[src/hw/rtl/bf_interpreter_pin_mapped_assert.svh]
// Assertion macros shared by the interpreter RTL.
`ifndef BF_INTERPRETER_PIN_MAPPED_ASSERT_SVH
`define BF_INTERPRETER_PIN_MAPPED_ASSERT_SVH

// same-cycle implication
`define BFI_ASSERT_SAME(label, clk, rst, ante, cons) \
  label: assert property (@(posedge clk) disable iff (rst) (ante) |-> (cons)) \
    else $error("bfi assertion failed");

// next-cycle implication
`define BFI_ASSERT_NEXT(label, clk, rst, ante, cons) \
  label: assert property (@(posedge clk) disable iff (rst) (ante) |=> (cons)) \
    else $error("bfi assertion failed");

`endif

[src/hw/rtl/bfi_pkg.sv]
`timescale 1ns / 1ps

package bfi_pkg;

  localparam int PROGRAM_DEPTH_DEF = 1024;
  localparam int DATA_CELLS_DEF    = 256;
  localparam int PIN_CELLS         = 12;
  localparam int PIN_TOP           = 13;  // pin driven by pin cell 0

  localparam logic [7:0] CH_LT    = 8'h3C;
  localparam logic [7:0] CH_GT    = 8'h3E;
  localparam logic [7:0] CH_PLUS  = 8'h2B;
  localparam logic [7:0] CH_MINUS = 8'h2D;
  localparam logic [7:0] CH_DOT   = 8'h2E;
  localparam logic [7:0] CH_COMMA = 8'h2C;
  localparam logic [7:0] CH_LBR   = 8'h5B;
  localparam logic [7:0] CH_RBR   = 8'h5D;

  typedef enum logic [1:0] {
    MODE_CLEAR  = 2'd0,
    MODE_APPEND = 2'd1,
    MODE_START  = 2'd2,
    MODE_STEP   = 2'd3
  } mode_t;

  typedef enum logic [2:0] {
    OP_LEFT  = 3'd0,
    OP_RIGHT = 3'd1,
    OP_INC   = 3'd2,
    OP_DEC   = 3'd3,
    OP_OUT   = 3'd4,
    OP_IN    = 3'd5,
    OP_OPEN  = 3'd6,
    OP_CLOSE = 3'd7
  } op_t;

  typedef enum logic [2:0] {
    ST_RUNNING   = 3'd0,
    ST_SUCCESS   = 3'd1,
    ST_NO_CLOSE  = 3'd2,
    ST_NO_OPEN   = 3'd3,
    ST_UNDERFLOW = 3'd4,
    ST_OVERFLOW  = 3'd5,
    ST_IDLE      = 3'd6
  } status_t;

  typedef enum logic [2:0] {
    S_IDLE,
    S_DECODE,
    S_CLEAR,
    S_EXEC,
    S_SCAN_ADV,
    S_SCAN_CHK,
    S_DONE
  } state_t;

  typedef struct packed {
    logic valid;
    op_t  op;
  } sym_dec_t;

  // controller -> datapath
  typedef struct packed {
    logic capture;
    logic prog_clear;
    logic append;
    logic run_init;
    logic cell_clear;
    logic fetch;
    logic exec;
    logic scan_adv;
    logic scan_chk;
    logic finish;
  } cmd_t;

  // datapath -> controller
  typedef struct packed {
    mode_t mode;
    logic  running;
    logic  clear_last;
    logic  need_scan;
    logic  scan_end;
    logic  scan_hit;
  } stat_t;

  function automatic sym_dec_t decode_symbol(input logic [7:0] sym);
    sym_dec_t d;
    d.valid = 1'b1;
    d.op    = OP_LEFT;
    unique case (sym)
      CH_LT:    d.op = OP_LEFT;
      CH_GT:    d.op = OP_RIGHT;
      CH_PLUS:  d.op = OP_INC;
      CH_MINUS: d.op = OP_DEC;
      CH_DOT:   d.op = OP_OUT;
      CH_COMMA: d.op = OP_IN;
      CH_LBR:   d.op = OP_OPEN;
      CH_RBR:   d.op = OP_CLOSE;
      default:  d.valid = 1'b0;
    endcase
    return d;
  endfunction

endpackage

[src/hw/rtl/bfi_ctrl.sv]
`timescale 1ns / 1ps

module bfi_ctrl (
  input  logic          clk,
  input  logic          rst,
  input  logic          start,
  input  bfi_pkg::stat_t stat,
  output logic          busy,
  output bfi_pkg::cmd_t cmd
);
  import bfi_pkg::*;

  state_t state, state_next;

  always_ff @(posedge clk) begin
    if (rst) begin
      state <= S_IDLE;
    end else begin
      state <= state_next;
    end
  end

  always_comb begin
    state_next = state;
    unique case (state)
      S_IDLE: begin
        if (start) state_next = S_DECODE;
      end
      S_DECODE: begin
        unique case (stat.mode)
          MODE_START: state_next = S_CLEAR;
          MODE_STEP:  state_next = stat.running ? S_EXEC : S_DONE;
          default:    state_next = S_DONE;
        endcase
      end
      S_CLEAR: begin
        if (stat.clear_last) state_next = S_DONE;
      end
      S_EXEC: begin
        state_next = stat.need_scan ? S_SCAN_ADV : S_DONE;
      end
      S_SCAN_ADV: begin
        state_next = stat.scan_end ? S_DONE : S_SCAN_CHK;
      end
      S_SCAN_CHK: begin
        state_next = stat.scan_hit ? S_DONE : S_SCAN_ADV;
      end
      S_DONE: begin
        state_next = S_IDLE;
      end
      default: state_next = S_IDLE;
    endcase
  end

  always_comb begin
    cmd  = '0;
    busy = (state != S_IDLE);
    unique case (state)
      S_IDLE:   cmd.capture = start;
      S_DECODE: begin
        unique case (stat.mode)
          MODE_CLEAR:  cmd.prog_clear = 1'b1;
          MODE_APPEND: cmd.append     = 1'b1;
          MODE_START:  cmd.run_init   = 1'b1;
          MODE_STEP:   cmd.fetch      = stat.running;
          default:     cmd.fetch      = 1'b0;
        endcase
      end
      S_CLEAR:    cmd.cell_clear = 1'b1;
      S_EXEC:     cmd.exec       = 1'b1;
      S_SCAN_ADV: cmd.scan_adv   = 1'b1;
      S_SCAN_CHK: cmd.scan_chk   = 1'b1;
      S_DONE:     cmd.finish     = 1'b1;
      default:    cmd            = '0;
    endcase
  end

endmodule

[config.mk]
export PLATFORM = sky130hd
export DESIGN_NAME = bfi_ctrl
export DESIGN_NICKNAME = d
export VERILOG_FILES = /design/src/hw/rtl/bf_interpreter_pin_mapped_assert.svh /design/src/hw/rtl/bfi_pkg.sv /design/src/hw/rtl/bfi_ctrl.sv
export SDC_FILE = /design/constraint.sdc
export NUM_CORES = 1
export LEC_CHECK = 0
export BUFFER_PORTS_ARGS = -buffer_cell sky130_fd_sc_hd__buf_4
export CAP_MARGIN = 30
export CORE_AREA = 2 2 39 41
export DETAILED_ROUTE_END_ITERATION = 8
export DIE_AREA = 0 0 41 43
export HOLD_SLACK_MARGIN = 0.03
export PLACE_DENSITY_LB_ADDON = 0.3
export SLEW_MARGIN = 20
export SYNTH_ARGS = -nofsm -noshare
export SYNTH_HDL_FRONTEND = slang
export SYNTH_SLANG_ARGS = --single-unit
[constraint.sdc]
create_clock -name clk -period 2.9 [get_ports clk]
set_clock_uncertainty 0.2 [all_clocks]
set_input_delay 0.145 -clock clk [delete_from_list [all_inputs] [get_ports clk]]
set_output_delay 0.145 -clock clk [all_outputs]
set_load 0.01 [all_outputs]
Yosys cells after proc, flatten, opt, wreduce, memory -nomap -nowiden --
Index checks and enable logic that the tools add are counted.
Word-level totals: output and inout bits 11, bits of input ports 10, register bits 3
Operators by class: equality and inequality tests 11, reductions and logical operators 4, multiplexer cells 20
Operator list (number):
- $pmux W3 S6 | 1
- $mux W3 | 4
- $mux W1 | 11
- $eq A3 B3 Y1 const B | 3
- $eq A3 B2 Y1 const B | 2
- $mux W2 | 3
- $pmux W3 S2 | 1
- $eq A2 B2 Y1 const B | 2
- $ne A2 B2 Y1 const B | 2
- $eq A3 B1 Y1 const B | 1
- $logic_not A3 Y1 | 1
- $reduce_bool A3 Y1 | 1
- $eq A2 B1 Y1 const B | 1
- $logic_not A2 Y1 | 1
- $reduce_and A2 Y1 | 1

Depth between registers and ports, before layout --
Gate-level depths: netlist of run 1.
depth after elaboration 3, mapped depth 4, mapped depth without buffers 3

Worst setup path before layout of run 1 --
Ideal clock, no wire load.
path type flip-flop to flip-flop, start register state[2], end register state[0], required time 2.585 ns, arrival 1.027 ns, setup slack 1.558 ns, stages on the path, launching flop included 4, clock period less this slack 1.342 ns, cell sequence dfxtp_1 > or4_4 > o211ai_2 > o21ba_1
On the way: cells in the longest elaborated chain, start to end 3, elaborated cells on any way between the ends 10, those cells by class eq/ne (7); mux (1); reduce/logical (2)
Ends and longest elaborated chain:
- from (decl) | line bfi_ctrl.sv:13 | state_t state, state_next;
- from (signal assigned) | line bfi_ctrl.sv:19 | state <= state_next;
- $eq A3 B2 Y1 or $logic_not A3 Y1 (tied branches) | line bfi_ctrl.sv:25 | unique case (state)
- $ne A2 B2 Y1 (no source line)
- $reduce_and A2 Y1 (no source line)
Several ways; a longest one is shown, not always the timed one. A chain may end at the register's enable or synchronous reset.

==> results of run 1 <==
## path summary, 6_finish.rpt
| check | slack, ps | start | cells past startpoint | endpoint |
|---|---|---|---|---|
| max reg2reg | 1340 | state[2]$_SDFFE_PP0P_ | 3 | state[0]$_SDFFE_PP0P_ |
| max | 1150 | state[0]$_SDFFE_PP0P_ | 3 | cmd[4] |
| min | 60 | stat[4] | 4 | state[2]$_SDFFE_PP0P_ |
| min reg2reg | 420 | state[0]$_SDFFE_PP0P_ | 2 | state[2]$_SDFFE_PP0P_ |
## metrics by stage
step | utilization (%) | hold slack, ps | worst slack [ps]
finish | 34.81 | 60.15 | 1147
floorplan | - | 21.00 | 1558
global route | 34.81 | 85.35 | 1035
detailed placement | 31.46 | 133.0 | 1359
global placement | 31.46 | 133.8 | 1382
CTS | 34.81 | 64.98 | 1117
## worst max-delay path: stages, from the launching register on
cell	delay (ps)
dfxtp_1	510
nor3b_2	280
and4_1	250
buf_4	130
## kinds of logic (layout without fill, tap and decap cells)
| group | after synthesis | count (layout) | share of synthesized area, % |
|---|---|---|---|
| AO/OA/AOI/OAI | 9 | 9 | 26.55 |
| buffers and inverters | 6 | 29 | 10.18 |
| AND/OR/NAND/NOR | 20 | 20 | 42.04 |
| flip-flops | 3 | 3 | 21.24 |
## layout by cell type, fill, tap and decap left out, types with 2 or more instances in the layout
cell type / n
a21oi_1: 2
and3_1: 2
buf_4: 20
clkbuf_4: 3
dfxtp_1: 3
dlygate4sd3_1: 2
inv_1: 3
nand2_1: 2
nand2b_1: 2
nor2_1: 5
nor3_1: 2
## metal layers
metal  track usage, %  vias up  part of all wire (%)
met4            8.000        0                   2.6
met5                0        -                     0
li1                 -      180                     -
met3            1.571        2                   7.2
met1            12.14      141                    49
met2            15.63       19                    41
## timing repair
action	in CTS	in global routing
setup buffers	0	0
endpoints found under the hold margin	2	0
hold buffers	2	0
## power groups by stage
stage               Combinational (mW)  Clock [mW]  Sequential [mW]
floorplan                        0.190           0           0.0698
detailed placement               0.227           0            0.118
finish                           0.229      0.0766            0.117
global placement                 0.230           0            0.116
global route                     0.255      0.0829            0.125
CTS                              0.231      0.0783            0.117
## area by class of cell
type | instances | share of cell area, %
Multi-Input combinational cell | 29 | 40.26
Timing Repair Buffer | 22 | 35.32
Sequential cell | 3 | 12.47
Clock buffer | 4 | 5.455
Tap cell | 16 | 4.156
Inverter | 3 | 2.338
==> impl_metrics.json, run 1 <==
{
  "outcome": "completed",
  "tritoncts": "yes",
  "finalHoldViolCount": 0,
  "rsz0062_at_grt": "false",
  "root_buffer": "clkbuf_4",
  "antenna_found_initial": 0,
  "async_flop_share_pct": 0,
  "clk_pin_slew_ps": 40,
  "dp_hpwl_um": 565.1,
  "postRouteAntennaNets": 0,
  "syn_to_final_growth_pct": 70.35,
  "drive_gt1_share_pct": 44.26,
  "vias": 342,
  "startpoint_type": "flop",
  "setup_viol": 0,
  "multiInputGateArea_sq_um": 193.9,
  "syn_inst": 38,
  "start_util_pct": 20.43,
  "yosysTopAreaCell": "dfxtp_1",
  "synth_flop_cell": "dfxtp_1",
  "ys_ff_latch": 3,
  "regArea_sq_um": 60.06,
  "top_regs": "state x3",
  "power_frac_seq_pct": 27.6,
  "p_sw_uw": 183.1,
  "routed_wl_um": 794,
  "yosys.cell_types.count": 24,
  "first_pass_iters": 4,
  "fin_tns_setup_ps": 0,
  "globalRoute.totalOverflow": 0,
  "fill_cells": 159,
  "io_buffers": 20,
  "syn_area_sq_um": 282.8,
  "dieArea_sq_mm": 0.001763,
  "max_cap_viol_count": 0,
  "worst-path-max-fanout": 12,
  "timing.final.crit_period_ps": 1753,
  "yosysWarnings": 0,
  "syn_nets": 48,
  "rows": 14,
  "required_ps": 2560,
  "core_area_sq_mm": 0.001384,
  "netlist_top_cells_count": "nor2_1, dfxtp_1, inv_1",
  "slew_violations": 0,
  "synth_top_cell_area_share_pct": 21.24,
  "synth_edf_count": 0,
  "period_share_pct": 60.43,
  "avgSynthCellArea_sq_um": 7.441,
  "p_total_uw": 422.7,
  "post-place-cells": 71,
  "synthTopCellsByArea": "dfxtp_1, nor2_1, a2111oi_2",
  "grt_pass1_vias": 306,
  "p_sw_share_pct": 43.33,
  "fmax_ghz": 0.5706,
  "power_density_mw_per_mm2": 877.4,
  "combPwrFrac_pct": 54.3,
  "criticalPathCategory": "flop to primary output",
  "yosysMostFrequentCell": "nor2_1",
  "hp-class": "input port to flop",
  "place_area_sq_um": 435.4,
  "globalRouteTotalUtil_pct": 10.32,
  "drc": 0,
  "finish.instance_area_sq_um": 481.7,
  "drt-initial-drc-count": 4,
  "ys_seq_area_share_pct": 21.24,
  "grt_max_degree": 13,
  "pwr-share-clk_pct": 18.1,
  "leakage_nw": 0.2353,
  "largest_reg_flops": 3,
  "worstSkewPairLatency_ps": 240,
  "htreeDepth": 1,
  "antenna_cells": 0,
  "gp_congestion": 0.7189,
  "cts_resized": 0,
  "finalNonFillerCells": 77,
  "worstSetupEndpointType": "primary output",
  "top_register": "state",
  "p_int_uw": 239.5,
  "cts_buffers": 3,
  "cts.sinks": 3,
  "avgRoutedWirePerCell_um": 10.31,
  "vdd_drop_max_mv": 0.3060,
  "die_w_um": 41,
  "cts_buffer_depth": 2,
  "routed_via_density": 4.442,
  "dieHeight_um": 43,
  "io_pins": 21,
  "nNetsFinal": 72,
  "slew_headroom_pct": 73.55,
  "worst_slew_pin_slew_ps": 396.2,
  "cp.arrival_ps": 1410,
  "grt_pass1_wl_um": 1207
}
Power figures use the tool's default switching activity.
==> run 2, diff against run 1 <==
ABC_AREA = 1   (was default)
clock period = 1.6 ns   (was 2.9 ns; I/O delays follow)
==> impl_metrics.json, run 2 <==
{
  "outcome": "completed",
  "nNetsFinal": 85,
  "routed_wl_um": 760,
  "multiInputGateArea_sq_um": 178.9,
  "yosysWarnings": 0,
  "combPwrFrac_pct": 57.2,
  "gp_congestion": 0.7132,
  "drive_gt1_share_pct": 40.54,
  "finish.instance_area_sq_um": 509.2,
  "power_frac_seq_pct": 25.0,
  "path_depth": 3,
  "cpPeakStageDelay_ps": 510,
  "fin_tns_setup_ps": 0,
  "worstReg2RegStart": "state[2]$_SDFFE_PP0P_",
  "period_share_pct": 92.75,
  "setup_slack_ps": 116.0,
  "io_buffers": 20,
  "worstSetupStartpoint": "state[0]$_SDFFE_PP0P_",
  "rsz0062_at_grt": "false",
  "r2r_setup_slack_ps": 390,
  "cts.sinks": 3,
  "dpl_worst_slack_ps": 371.1,
  "cts_setup_buffers": 0,
  "p_sw_share_pct": 45.52,
  "tritoncts": "yes",
  "regArea_sq_um": 60.06,
  "antenna_found_initial": 0,
  "place_area_sq_um": 442.9,
  "netlist_top_cells_count": "nor2_1, inv_1, nand2_1",
  "globalRoute.totalOverflow": 0,
  "cts_resized": 0,
  "top_register": "state",
  "most-common-layout-cells": "buf_4, nor2_1, inv_1",
  "avgRoutedWirePerCell_um": 8.444,
  "synth_edf_count": 0,
  "slew_headroom_pct": 77.32,
  "antenna_cells": 0,
  "yosysTopAreaCell": "dfxtp_1",
  "p_int_uw": 410.6,
  "syn_area_sq_um": 295.3,
  "timing.final.crit_period_ps": 1484,
  "synthTopCellsByArea": "dfxtp_1, nor2_1, inv_1",
  "grt_pass1_vias": 310,
  "yosysMostFrequentCell": "nor2_1",
  "cp_top_family": "flip-flops",
  "endpoint": "cmd[7]",
  "ff2ff_path_depth": 5,
  "postRouteAntennaNets": 0,
  "globalRouteTotalUtil_pct": 11.14,
  "cts_buffers": 3,
  "finalHoldViolCount": 0,
  "start_util_pct": 21.34,
  "routed_via_density": 4.144,
  "worstSkewPairLatency_ps": 230,
  "pwr-share-clk_pct": 17.9,
  "syn_nets": 58,
  "cp.arrival_ps": 1200,
  "yosys.cell_types.count": 17,
  "slew_violations": 0,
  "grt_pass1_wl_um": 1228,
  "dieArea_sq_mm": 0.001763,
  "htreeDepth": 1,
  "drc": 0,
  "p_total_uw": 753.7,
  "dieHeight_um": 43,
  "core_area_sq_mm": 0.001384,
  "p_sw_uw": 343.1,
  "top_regs": "state x3",
  "crit_slowest_cell": "dfxtp_1",
  "worstSetupEndpointType": "primary output",
  "vdd_drop_max_mv": 0.4169,
  "syn_to_final_growth_pct": 72.46,
  "hp-class": "input port to flop",
  "ys_seq_area_share_pct": 20.34,
  "largest_reg_flops": 3,
  "leakage_nw": 0.2534,
  "vias": 373,
  "async_flop_share_pct": 0,
  "timing.rr.end": "state[0]$_SDFFE_PP0P_",
  "worst_slew_pin_slew_ps": 339.7,
  "startpoint_type": "flop",
  "dp_hpwl_um": 590.7,
  "first_pass_iters": 4,
  "path_buf_inv": 1,
  "synth_top_cell_area_share_pct": 20.34,
  "avgSynthCellArea_sq_um": 6.152,
  "cts_buffer_depth": 2,
  "setup_viol": 0,
  "fmax_ghz": 0.6739,
  "grt_max_degree": 10,
  "clk_pin_slew_ps": 40,
  "die_w_um": 41,
  "rows": 14,
  "power_density_mw_per_mm2": 1480,
  "syn_inst": 48,
  "required_ps": 1320,
  "criticalPathCategory": "flop to primary output",
  "ys_ff_latch": 3,
  "synth_flop_cell": "dfxtp_1",
  "drt-initial-drc-count": 3,
  "critical_path.cell_chain": "nand2_2, nor3_1, buf_4",
  "root_buffer": "clkbuf_4",
  "max_cap_viol_count": 0,
  "worst-path-max-fanout": 9,
  "utilization_pct": 36.80,
  "fill_cells": 153,
  "io_pins": 21,
  "final_common_cell": "buf_4"
}
==> run 2: logic make-up after synthesis <==
| kind of cell | after synthesis | synth area share [%] |
|---|---|---|
| buffers and inverters | 11 | 19.07 |
| AO/OA/AOI/OAI | 4 | 8.897 |
| AND/OR/NAND/NOR | 30 | 51.69 |
| flip-flops | 3 | 20.34 |
==> run 2: repair_timing <==
item	CTS	global route
endpoints found under the hold margin	3	0
endpoints found under the setup margin	0	0
hold buffers	4	0
==> run 2: worst register-to-register path: stages, from the launching register on <==
cell and delay (ps):
dfxtp_1 500, nor2_4 70, nand2_2 110, nor2_4 40
a21oi_1 120, nor2_1 60
==> run 2: worst min-delay path by stage <==
stage	from	to	slack, ps	cells past startpoint
final	stat[6]	state[2]$_SDFFE_PP0P_	30	4
after global routing	stat[6]	state[2]$_SDFFE_PP0P_	50	4
after CTS	stat[6]	state[2]$_SDFFE_PP0P_	40	4
after detailed placement	rst	state[1]$_SDFFE_PP0P_	50	2
after global placement	rst	state[1]$_SDFFE_PP0P_	50	2
after floorplan	rst	state[1]$_SDFFE_PP0P_	-60	1
==> run 2: metal layers <==
layer  GRT usage [%]  wire [um]  vias up
met5               0          0        -
met4           12.00         22        0
met3           4.712         41        2
met2           14.37        371       12
met1           12.22        324      158
li1                -          -      201
==> run 2: through the flow <==
step	hold slack [ps]	instances
global placement	46.15	82
detailed placement	49.50	82
global route	52.57	90
finish	33.02	90
floorplan	-57.56	48
CTS	38.19	90
==> run 2: power groups by stage <==
stage	clock, mW	sequential, mW	combinational [mW]
6_report	0.135	0.188	0.431
5_1_grt	0.153	0.197	0.484
4_1_cts	0.138	0.188	0.439
3_5_place_dp	0	0.189	0.430
3_3_place_gp	0	0.190	0.432
2_1_floorplan	0	0.137	0.353
==> run 2: final cells by class <==
cell class	count	share of cell area, %
inverters	9	6.634
flip-flops and latches	3	11.79
repair buffers	24	37.35
well taps	16	3.931
multi-input cells	34	35.14
clock buffers	4	5.160
==> run 3, diff against run 2 <==
CELL_PAD_IN_SITES_DETAIL_PLACEMENT = 0   (was default)
CELL_PAD_IN_SITES_GLOBAL_PLACEMENT = 2   (was default)
CORE_AREA = default   (was 2 2 39 41)
CORE_MARGIN = 1   (was default)
CORE_UTILIZATION = 15   (was default)
DIE_AREA = default   (was 0 0 41 43)
==> impl_metrics.json, run 3 (synthesized netlist as in run 2, its figures left out) <==
{
  "worstSkewPairLatency_ps": 230,
  "dieArea_sq_mm": 0.002150,
  "drive_gt1_share_pct": 41.10,
  "root_buffer": "clkbuf_4",
  "postRouteAntennaNets": 0,
  "min_from": "stat[6]",
  "max_cap_viol_count": 0,
  "first_pass_iters": 3,
  "critical_path.cell_chain": "nor2_4, nand2_2, nor3_1, buf_4",
  "tritoncts": "yes",
  "slew_violations": 0,
  "cpPeakStageDelay_ps": 400,
  "globalRouteTotalUtil_pct": 8.633,
  "htreeDepth": 1,
  "startpoint_type": "flop",
  "cts.sinks": 3,
  "slew_headroom_pct": 77.53,
  "ff2ff_path_depth": 5,
  "hp-class": "input port to flop",
  "timing.final.crit_period_ps": 1458,
  "post-place-cells": 91,
  "worstSetupEndpointType": "primary output",
  "fill_cells": 219,
  "cts_setup_buffers": 0,
  "gp_congestion": 0.7116,
  "top_register": "state",
  "avgRoutedWirePerCell_um": 8.255,
  "drt-initial-drc-count": 1,
  "grt_pass1_vias": 312,
  "min_to": "state[2]$_SDFFE_PP0P_",
  "timing.rr.end": "state[0]$_SDFFE_PP0P_",
  "antenna_cells": 0,
  "globalRoute.totalOverflow": 0,
  "fin_tns_setup_ps": 0,
  "final_common_cell": "buf_4",
  "most-common-layout-cells": "buf_4, nor2_1, inv_1",
  "path_buf_inv": 1,
  "routed_via_density": 3.796,
  "vias": 372,
  "grt_max_degree": 10,
  "crit_slowest_cell": "dfxtp_1",
  "dpl_worst_slack_ps": 364.6,
  "vdd_drop_max_mv": 0.3379,
  "nNetsFinal": 84,
  "finalHoldViolCount": 0,
  "required_ps": 1320,
  "die_w_um": 46.37,
  "finalNonFillerCells": 98,
  "largest_reg_flops": 3,
  "cp_top_family": "flip-flops",
  "period_share_pct": 91.14,
  "utilization_pct": 28.63,
  "place_area_sq_um": 454.2,
  "r2r_setup_slack_ps": 370,
  "grt_pass1_wl_um": 1235,
  "clk_pin_slew_ps": 40,
  "core_area_sq_mm": 0.001783,
  "outcome": "completed",
  "worstHoldPathCells": 4,
  "setup_viol": 0,
  "rows": 15,
  "setup_slack_ps": 141.7,
  "leakage_nw": 0.2492,
  "top_regs": "state x3",
  "cts_buffer_depth": 2,
  "antenna_found_initial": 0,
  "fmax_ghz": 0.6857,
  "worst_slew_pin_slew_ps": 336.6,
  "worst-path-max-fanout": 8,
  "io_buffers": 20,
  "rsz0062_at_grt": "false",
  "dp_hpwl_um": 670.3,
  "dieHeight_um": 46.37,
  "worstReg2RegStart": "state[2]$_SDFFE_PP0P_",
  "criticalPathCategory": "flop to primary output",
  "cp.arrival_ps": 1180,
  "cts_buffers": 3,
  "drc": 0,
  "start_util_pct": 16.56,
  "finish.instance_area_sq_um": 510.5,
  "routed_wl_um": 809,
  "syn_to_final_growth_pct": 72.88,
  "io_pins": 21,
  "power_density_mw_per_mm2": 1480
}
## run 3: cell count changes in the layout (fill, tap and decap cells not counted)
cell,change
dlygate4sd3_1,-1
## run 3: power by group
group	total (mW)	switching, mW	internal [mW]
Combinational	0.436	0.229	0.207
Clock	0.132	0.0390	0.0934
Sequential	0.187	0.0784	0.108
## run 3: worst max-delay path by stage
| stage | startpoint | endpoint | slack (ps) | cells after the start |
|---|---|---|---|---|
| floorplan | state[0]$_SDFFE_PP0P_ | cmd[9] | 450 | 4 |
| global placement | state[2]$_SDFFE_PP0P_ | state[0]$_SDFFE_PP0P_ | 360 | 5 |
| detailed placement | state[0]$_SDFFE_PP0P_ | cmd[8] | 360 | 3 |
| CTS | state[0]$_SDFFE_PP0P_ | cmd[7] | 110 | 3 |
| global route | state[0]$_SDFFE_PP0P_ | cmd[9] | 20 | 4 |
| finish | state[2]$_SDFFE_PP0P_ | cmd[8] | 140 | 4 |
## run 3: layer usage
metal,track usage (%),part of all wire [%],vias to the layer above
met1,10.21,46,164
met5,0,0,-
li1,-,-,200
met3,3.529,4.9,0
met4,7.059,0,0
met2,11.94,49,8
## run 3: worst register-to-register path: stages (launching register included)
cell and delay, ps:
dfxtp_1 510, nor2_4 70, nand2_2 120, nor2_4 40
a21oi_1 110, nor2_1 60
## run 3: cell type report
cell class                      instances  area, sq um  area share [%]
Tap cell                               25        31.28           6.127
Inverter                                9        33.78           6.618
Multi-Input combinational cell         34        178.9           35.05
Clock buffer                            4        26.28           5.147
Timing Repair Buffer                   23        180.2           35.29
Sequential cell                         3        60.06           11.76
## run 3: through the flow
stage                     power (mW)  hold WS, ps
after floorplan               0.4895       -57.56
after global placement        0.6317        50.47
after detailed placement      0.6240        52.58
after CTS                     0.7679        48.92
after global routing          0.8270        77.21
final                         0.7556        43.95
## run 3: timing repair
item | CTS | global route
endpoints found under the hold margin | 3 | 0
hold buffers | 3 | 0
resized for setup | 0 | 0
